**src/design/rau_pkg.sv**
```systemverilog
// ----------------------------------------------------------------------------
// Rational arithmetic unit package
// Shared widths, command codes and the front-to-back transaction type.
// ----------------------------------------------------------------------------
package rau_pkg;

  localparam int unsigned OperandWidthDef = 16;
  localparam int unsigned CmdWidth        = 3;
  localparam int unsigned NumOutWidth     = 33;
  localparam int unsigned DenOutWidth     = 32;
  localparam int unsigned MagWidth        = 33;
  localparam int unsigned QueueDepth      = 2;

  localparam logic [CmdWidth-1:0] CmdAdd = 3'd0;
  localparam logic [CmdWidth-1:0] CmdSub = 3'd1;
  localparam logic [CmdWidth-1:0] CmdMul = 3'd2;
  localparam logic [CmdWidth-1:0] CmdDiv = 3'd3;
  localparam logic [CmdWidth-1:0] CmdCmp = 3'd4;

  // Classified transaction: either needs reduction or is already final.
  typedef struct packed {
    logic                          reduce;
    logic signed [NumOutWidth-1:0] num;
    logic signed [DenOutWidth-1:0] den;
    logic                          is_equal;
    logic                          zero_den_error;
  } rau_txn_t;

endpackage

```
**src/design/rau_front.sv**
```systemverilog
// ----------------------------------------------------------------------------
// Rational arithmetic unit front end
// Cross-multiplies the operands over two registered stages and classifies.
// ----------------------------------------------------------------------------
module rau_front import rau_pkg::*; (
  input  logic                    clk_i,
  input  logic                    rst_ni,
  input  logic                    start_i,
  input  logic                    busy_i,
  input  logic [CmdWidth-1:0]     command_i,
  input  logic signed [OperandWidthDef-1:0] a_num_i,
  input  logic signed [OperandWidthDef-1:0] a_den_i,
  input  logic signed [OperandWidthDef-1:0] b_num_i,
  input  logic signed [OperandWidthDef-1:0] b_den_i,
  output logic                    valid_o,
  output rau_txn_t                txn_o
);

  localparam int unsigned PW = 2 * OperandWidthDef;

  logic                    v1_q;
  logic [CmdWidth-1:0]     cmd_q;
  logic                    eq_q;
  logic signed [PW-1:0]    p0_q, p1_q, p2_q;
  logic                    v2_q;
  rau_txn_t                txn_q;
  logic signed [PW-1:0]    p0_d, p1_d, p2_d;
  logic signed [PW:0]      n_w;
  logic signed [PW:0]      d_w;
  rau_txn_t                txn_d;

  always_comb begin
    p0_d = '0;
    p1_d = '0;
    p2_d = '0;
    case (command_i)
      CmdAdd, CmdSub: begin
        p0_d = PW'(a_num_i) * PW'(b_den_i);
        p1_d = PW'(a_den_i) * PW'(b_num_i);
        p2_d = PW'(a_den_i) * PW'(b_den_i);
      end
      CmdMul: begin
        p0_d = PW'(a_num_i) * PW'(b_num_i);
        p2_d = PW'(a_den_i) * PW'(b_den_i);
      end
      CmdDiv: begin
        p0_d = PW'(a_num_i) * PW'(b_den_i);
        p2_d = PW'(a_den_i) * PW'(b_num_i);
      end
      default: ;
    endcase
  end

  always_comb begin
    n_w   = {p0_q[PW-1], p0_q};
    d_w   = {p2_q[PW-1], p2_q};
    txn_d = '0;
    case (cmd_q)
      CmdAdd: n_w = {p0_q[PW-1], p0_q} + {p1_q[PW-1], p1_q};
      CmdSub: n_w = {p0_q[PW-1], p0_q} - {p1_q[PW-1], p1_q};
      default: ;
    endcase
    case (cmd_q)
      CmdAdd, CmdSub, CmdMul, CmdDiv: begin
        if (d_w == '0) begin
          txn_d.num            = NumOutWidth'(n_w);
          txn_d.den            = DenOutWidth'(1);
          txn_d.zero_den_error = 1'b1;
          if (n_w == '0) txn_d.num = '0;
        end else if (n_w == '0) begin
          txn_d.den = DenOutWidth'(1);
        end else begin
          txn_d.reduce = 1'b1;
          txn_d.num    = NumOutWidth'(n_w);
          txn_d.den    = DenOutWidth'(d_w);
        end
      end
      CmdCmp: begin
        txn_d.den      = DenOutWidth'(1);
        txn_d.is_equal = eq_q;
      end
      default: txn_d.den = DenOutWidth'(1);
    endcase
  end

  always_ff @(posedge clk_i or negedge rst_ni) begin
    if (!rst_ni) begin
      v1_q <= 1'b0;
      v2_q <= 1'b0;
    end else begin
      v1_q <= start_i && !busy_i;
      v2_q <= v1_q;
    end
  end

  always_ff @(posedge clk_i) begin
    if (start_i && !busy_i) begin
      cmd_q <= command_i;
      eq_q  <= (a_num_i == b_num_i) && (a_den_i == b_den_i);
      p0_q  <= p0_d;
      p1_q  <= p1_d;
      p2_q  <= p2_d;
    end
    if (v1_q) txn_q <= txn_d;
  end

  assign valid_o = v2_q;
  assign txn_o   = txn_q;

endmodule

```
**src/design/rau_queue.sv**
```systemverilog
// ----------------------------------------------------------------------------
// Rational arithmetic unit queue
// Small FIFO between the front end and the reduction back end.
// ----------------------------------------------------------------------------
module rau_queue import rau_pkg::*; (
  input  logic     clk_i,
  input  logic     rst_ni,
  input  logic     push_i,
  input  rau_txn_t data_i,
  input  logic     pop_i,
  output logic     valid_o,
  output rau_txn_t data_o
);

  localparam int unsigned PtrW = $clog2(QueueDepth);

  rau_txn_t            mem_q [QueueDepth];
  logic [PtrW-1:0]     wr_q, rd_q;
  logic [PtrW:0]       cnt_q;

  always_ff @(posedge clk_i or negedge rst_ni) begin
    if (!rst_ni) begin
      wr_q  <= '0;
      rd_q  <= '0;
      cnt_q <= '0;
    end else begin
      if (push_i) wr_q <= wr_q + 1'b1;
      if (pop_i)  rd_q <= rd_q + 1'b1;
      cnt_q <= cnt_q + (PtrW+1)'(push_i) - (PtrW+1)'(pop_i);
    end
  end

  always_ff @(posedge clk_i) begin
    if (push_i) mem_q[wr_q] <= data_i;
  end

  assign valid_o = (cnt_q != '0);
  assign data_o  = mem_q[rd_q];

endmodule

```
**src/design/rau_back.sv**
```systemverilog
// ----------------------------------------------------------------------------
// Rational arithmetic unit back end
// Binary GCD of the magnitudes, then two restoring divisions by the GCD.
// ----------------------------------------------------------------------------
module rau_back import rau_pkg::*; (
  input  logic                          clk_i,
  input  logic                          rst_ni,
  input  logic                          valid_i,
  input  rau_txn_t                      txn_i,
  output logic                          pop_o,
  output logic                          done_o,
  output logic signed [NumOutWidth-1:0] result_num_o,
  output logic signed [DenOutWidth-1:0] result_den_o,
  output logic                          is_equal_o,
  output logic                          zero_den_error_o
);

  localparam int unsigned CntW = $clog2(MagWidth + 1);

  typedef enum logic [2:0] {
    StIdle, StShift, StGcd, StDivN, StDivD, StOut
  } state_e;

  state_e               state_q;
  logic [MagWidth-1:0]  x_q, y_q, g_q, quo_q, rem_q, dvd_q, qn_q;
  logic [CntW-1:0]      k_q, bit_q;
  logic                 neg_n_q, neg_d_q;
  logic                 done_q, eq_q, err_q;
  logic signed [NumOutWidth-1:0] num_q;
  logic signed [DenOutWidth-1:0] den_q;
  logic [MagWidth-1:0]  rem_sh;
  logic [MagWidth:0]    rem_sub;
  logic [MagWidth-1:0]  mag_n, mag_d;

  assign mag_n  = txn_i.num[NumOutWidth-1] ? MagWidth'(-txn_i.num) : MagWidth'(txn_i.num);
  assign mag_d  = txn_i.den[DenOutWidth-1] ?
                  MagWidth'(-{txn_i.den[DenOutWidth-1], txn_i.den}) :
                  MagWidth'(txn_i.den);
  assign rem_sh  = {rem_q[MagWidth-2:0], dvd_q[MagWidth-1]};
  assign rem_sub = {1'b0, rem_sh} - {1'b0, g_q};
  assign pop_o   = (state_q == StIdle) && valid_i;

  always_ff @(posedge clk_i or negedge rst_ni) begin
    if (!rst_ni) begin
      state_q <= StIdle;
      done_q  <= 1'b0;
      quo_q   <= '0;
      qn_q    <= '0;
    end else begin
      done_q <= 1'b0;
      case (state_q)
        StIdle: begin
          if (valid_i) begin
            eq_q  <= txn_i.is_equal;
            err_q <= txn_i.zero_den_error;
            num_q <= txn_i.num;
            den_q <= txn_i.den;
            if (txn_i.reduce) begin
              x_q     <= mag_n;
              y_q     <= mag_d;
              neg_n_q <= txn_i.num[NumOutWidth-1];
              neg_d_q <= txn_i.den[DenOutWidth-1];
              k_q     <= '0;
              state_q <= StShift;
            end else begin
              state_q <= StOut;
            end
          end
        end
        // strip common factors of two
        StShift: begin
          if (!x_q[0] && !y_q[0]) begin
            x_q <= x_q >> 1;
            y_q <= y_q >> 1;
            k_q <= k_q + 1'b1;
          end else begin
            state_q <= StGcd;
          end
        end
        StGcd: begin
          if (!x_q[0]) x_q <= x_q >> 1;
          else if (!y_q[0]) y_q <= y_q >> 1;
          else if (x_q == y_q) begin
            g_q     <= x_q << k_q;
            dvd_q   <= neg_n_q ? MagWidth'(-num_q) : MagWidth'(num_q);
            rem_q   <= '0;
            bit_q   <= '0;
            state_q <= StDivN;
          end else if (x_q > y_q) x_q <= (x_q - y_q) >> 1;
          else y_q <= (y_q - x_q) >> 1;
        end
        StDivN, StDivD: begin
          dvd_q <= {dvd_q[MagWidth-2:0], !rem_sub[MagWidth]};
          rem_q <= rem_sub[MagWidth] ? rem_sh : rem_sub[MagWidth-1:0];
          if (bit_q == CntW'(MagWidth - 1)) begin
            bit_q <= '0;
            rem_q <= '0;
            if (state_q == StDivN) begin
              qn_q    <= {dvd_q[MagWidth-2:0], !rem_sub[MagWidth]};
              dvd_q   <= neg_d_q ? MagWidth'(-{den_q[DenOutWidth-1], den_q})
                                 : MagWidth'(den_q);
              state_q <= StDivD;
            end else begin
              quo_q   <= {dvd_q[MagWidth-2:0], !rem_sub[MagWidth]};
              state_q <= StOut;
            end
          end else begin
            bit_q <= bit_q + 1'b1;
          end
        end
        StOut: begin
          if (quo_q != '0 || qn_q != '0) begin
            num_q <= neg_n_q ? -NumOutWidth'(qn_q) : NumOutWidth'(qn_q);
            den_q <= neg_d_q ? -DenOutWidth'(quo_q) : DenOutWidth'(quo_q);
          end
          quo_q   <= '0;
          qn_q    <= '0;
          done_q  <= 1'b1;
          state_q <= StIdle;
        end
        default: state_q <= StIdle;
      endcase
    end
  end

  assign done_o           = done_q;
  assign result_num_o     = num_q;
  assign result_den_o     = den_q;
  assign is_equal_o       = eq_q;
  assign zero_den_error_o = err_q;

endmodule

```
**src/design/rational_arith_unit.sv**
```systemverilog
// Sequence: compare, zero and error cases skip the reduction; a reduced result
// takes the binary GCD steps plus two 33-step divisions.
// Throughput: one transaction at a time through the reduction sequencer;
// busy stays high from acceptance until the result strobe.
// Reset clears all control state; the receiver cannot stall results.
// ----------------------------------------------------------------------------
// Rational arithmetic unit
// Exact fraction add, subtract, multiply, divide and compare, reduced by GCD.
// ----------------------------------------------------------------------------
module rational_arith_unit import rau_pkg::*; (
  input  logic                           clk_i,
  input  logic                           rst_ni,
  input  logic                           start_i,
  output logic                           busy_o,
  input  logic [CmdWidth-1:0]            command_i,
  input  logic signed [OperandWidthDef-1:0] a_num_i,
  input  logic signed [OperandWidthDef-1:0] a_den_i,
  input  logic signed [OperandWidthDef-1:0] b_num_i,
  input  logic signed [OperandWidthDef-1:0] b_den_i,
  output logic                           result_valid_o,
  output logic signed [NumOutWidth-1:0]  result_num_o,
  output logic signed [DenOutWidth-1:0]  result_den_o,
  output logic                           is_equal_o,
  output logic                           zero_den_error_o
);

  logic     busy_q;
  logic     f_valid, q_valid, pop, done;
  rau_txn_t f_txn, q_txn;

  always_ff @(posedge clk_i or negedge rst_ni) begin
    if (!rst_ni) busy_q <= 1'b0;
    else if (start_i && !busy_q) busy_q <= 1'b1;
    else if (done) busy_q <= 1'b0;
  end
  assign busy_o = busy_q;

  rau_front u_front (
    .clk_i, .rst_ni, .start_i, .busy_i(busy_q), .command_i,
    .a_num_i, .a_den_i, .b_num_i, .b_den_i,
    .valid_o(f_valid), .txn_o(f_txn)
  );

  rau_queue u_queue (
    .clk_i, .rst_ni, .push_i(f_valid), .data_i(f_txn),
    .pop_i(pop), .valid_o(q_valid), .data_o(q_txn)
  );

  rau_back u_back (
    .clk_i, .rst_ni, .valid_i(q_valid), .txn_i(q_txn), .pop_o(pop),
    .done_o(done), .result_num_o, .result_den_o, .is_equal_o, .zero_den_error_o
  );

  assign result_valid_o = done;

endmodule
```
**config.mk**
```make
export PLATFORM = sky130hd
export DESIGN_NAME = rational_arith_unit
export DESIGN_NICKNAME = d
export VERILOG_FILES = /design/src/design/rau_pkg.sv /design/src/design/rau_front.sv /design/src/design/rau_queue.sv /design/src/design/rau_back.sv /design/src/design/rational_arith_unit.sv
export SDC_FILE = /design/constraint.sdc
export NUM_CORES = 2
export LEC_CHECK = 0
export BUFFER_PORTS_ARGS = -buffer_cell sky130_fd_sc_hd__buf_2
export CAP_MARGIN = 20
export CORE_ASPECT_RATIO = 1.4
export CORE_MARGIN = 5
export CORE_UTILIZATION = 45
export CTS_CLUSTER_SIZE = 20
export DETAILED_ROUTE_END_ITERATION = 6
export PLACE_DENSITY_LB_ADDON = 0.25
export SETUP_SLACK_MARGIN = 0.4
export SYNTH_ARGS = -nofsm -noshare
export SYNTH_HDL_FRONTEND = slang
export SYNTH_SLANG_ARGS = --single-unit
export TNS_END_PERCENT = 30
```
**constraint.sdc**
```tcl
create_clock -name clk_i -period 13.45 [get_ports clk_i]
set_input_delay 1.345 -clock clk_i [delete_from_list [all_inputs] [get_ports clk_i]]
set_output_delay 1.345 -clock clk_i [all_outputs]
set_load 0.005 [all_outputs]
```
==> flow_summary.toml <==
[run_status]
status = "completed"

[finish]
area_growth_pct = 6.49
fin_nets = 9501
stdcell_count = 10200
nFillCells = 15977
design_area_um2 = 82000
drive_gt1_share_pct = 5.08

[grt]
grt_pass1_wl_um = 346000
grt-ovfl-total = 0
first_global_vias = 59740
track_usage_pct = 24.8
grt_max_degree = 83
antenna_found_initial = 14

[logic_synthesis]
syn_area_per_cell_um2 = 9.60
synthesis.area_um2 = 77000
synthArstFlopShare_pct = 12.3
synth_cell_types = 84
synth_area_leader_cell = "fa_1"
ys_ff_latch = 626
yosysTopAreaCellShare_pct = 27.4
ys_warn_count = 0
syn-instance-count = 8016
synth_edf_count = 549
synth_common_cells = "inv_1, fa_1, nand2_1, edfxtp_1, ha_1"
syn_nets = 9642
ys.flop_type = "edfxtp_1"
yosysSeqAreaShare_pct = 23.9
yosysMostFrequentCell = "inv_1"
synth.area.top_cells = "fa_1, edfxtp_1, ha_1"

[critical_path]
critPathCaptureType = "flip-flop"
timing_worst_setup_path_type = "primary input to flip-flop"
required_ns = 13.82
worst-r2r-cell-count = 19
crit_arrival_ns = 8.41
start_kind = "primary input"
ff2ff_setup_slack_ns = 6.72
crit_fanout = 32

[drt]
vias = 56893
drt-pass1-iter-count = 6
drc = 0
vias_per_cell = 5.58
wire_per_inst_um = 21.9
wl_um = 224000
drtIter0Drc = 4004
final_antenna_net_count = 0

[placed_design]
place_area_um2 = 79500
hpwlAfterDp_um = 177000
gp_congestion = 0.978
placedCellCount = 10063
io_buffers = 138

[clock_tree]
numCtsBuffers = 69
root_buffer = "clkbuf_16"
ctsResizeCount = 0
cts.sinks = 626
htree_levels = 3
cts_setup_buffers = 0
cts_tree = "built"
clockBufferDepth = 3
worstSkewPairLatency_ns = 0.69
hold_buffers = 0
clkTransAtPathRegs_ns = 0.06

[timing]
max_freq_mhz = 124
maxSlewViolCount = 0
tightest_slew_ns = 1.30
period_needed_ns = 8.04
finalSetupViolCount = 0
fin_setup_tns_ns = 0
holdWs_ns = 0.434
fin_crit_sh_pct = 59.8
slew_headroom_pct = 13.0
hold_viol_final = 0
finClkSkew_ns = 0.0482
rsz0062_at_grt = "false"

[floorplan]
die_w_um = 360
start_util_pct = 45.3
dieArea_um2 = 180000
num_rows = 179
die_h_um = 499
io_pins = 139
coreArea_um2 = 170000

[job]
drv_cap = 0

[min_path]
hold_depth = 0
min_path_type = "flip-flop to flip-flop"
==> final timing paths <==
path / from / end
min in group asynchronous: rst_ni / u_back.quo_q[25]
max in group asynchronous: rst_ni / u_front.v1_q
hold / removal: u_front.txn_o[2] / u_queue.mem_q[1][2]
setup / recovery: b_num_i[1] / u_front.p2_q[31]
hold reg to reg: u_front.txn_o[2] / u_queue.mem_q[1][2]
setup reg to reg: u_front.cmd_q[2] / u_front.txn_o[67]
==> area by class of cell <==
type | instances | area (um^2) | share of cell area [%]
Multi-Input combinational cell | 5834 | 52800 | 64.4
Sequential cell | 626 | 18400 | 22.5
Inverter | 1149 | 4310 | 5.26
Tap cell | 2262 | 2830 | 3.45
Clock buffer | 85 | 1840 | 2.24
Timing Repair Buffer | 195 | 1160 | 1.41
Clock inverter | 42 | 576 | 0.702
Antenna cell | 7 | 17.5 | 0.0214
==> per-layer routing <==
| layer | up-vias | GRT usage [%] | share of wire [%] |
|---|---|---|---|
| met5 | - | 0 | 0.033 |
| met4 | 12 | 16.7 | 8.3 |
| met3 | 548 | 2.86 | 4.7 |
| met2 | 1684 | 44.2 | 50 |
| met1 | 28662 | 28.0 | 37 |
| li1 | 25987 | - | - |
==> flip-flops by register name, summed over array words and instances, names as in the netlist, 2 cells and up <==
signal               flops
u_queue.mem_q          136
u_front.txn_o           68
u_back.dvd_q            33
u_back.g_q              33
u_back.qn_q             33
u_back.quo_q            33
u_back.result_num_o     33
u_back.x_q              33
u_back.y_q              33
u_back.rem_q            32
u_back.result_den_o     32
u_front.p0_q            32
u_front.p1_q            32
u_front.p2_q            32
u_back.bit_q             6
u_back.k_q               6
u_back.state_q           3
u_front.cmd_q            3
u_queue.cnt_q            2
==> worst max-delay path: stages <==
cell	delay, ns
buf_2	0.59
nand2_1	0.22
inv_1	0.18
fa_1	0.54
fa_1	0.88
fa_1	0.53
fa_1	0.50
fa_1	0.50
inv_1	0.05
fa_1	0.47
inv_1	0.04
ha_1	0.39
a21o_1	0.22
a21o_1	0.17
a21o_1	0.20
o21a_1	0.20
or4_1	0.49
a221oi_1	0.36
o21ai_0	0.17
xnor2_1	0.25
o21ai_0	0.10
==> placed cells by master, fill, tap and decap left out, types with 84 or more instances in the layout <==
| cell | n |
|---|---|
| o21ai_0 | 285 |
| xor2_1 | 206 |
| edfxtp_1 | 549 |
| nand2b_1 | 84 |
| mux2i_1 | 127 |
| fa_1 | 1052 |
| nand2_1 | 1005 |
| ha_1 | 504 |
| inv_1 | 1147 |
| a21o_1 | 134 |
| nor3_1 | 86 |
| and2_1 | 386 |
| nor2_1 | 431 |
| a21oi_1 | 351 |
| xnor2_1 | 260 |
| buf_2 | 137 |
==> cells by family after synthesis <==
family | synth area share [%]
other cells | 0.00487
xor+xnor | 5.30
simple gates | 14.6
flops | 23.9
buf+inv | 7.60
fa+ha+maj | 35.6
mux | 2.43
compound gates | 10.6
==> stage by stage <==
step	utilization (%)	worst slack (ns)
floorplan	-	5.44
global placement	46.8	4.76
detailed placement	46.8	4.74
CTS	48.2	5.44
global route	48.2	5.06
finish	48.2	5.41
Power is not shown: default switching activity piles up to over one toggle a cycle in this logic, so the estimate is an artifact.
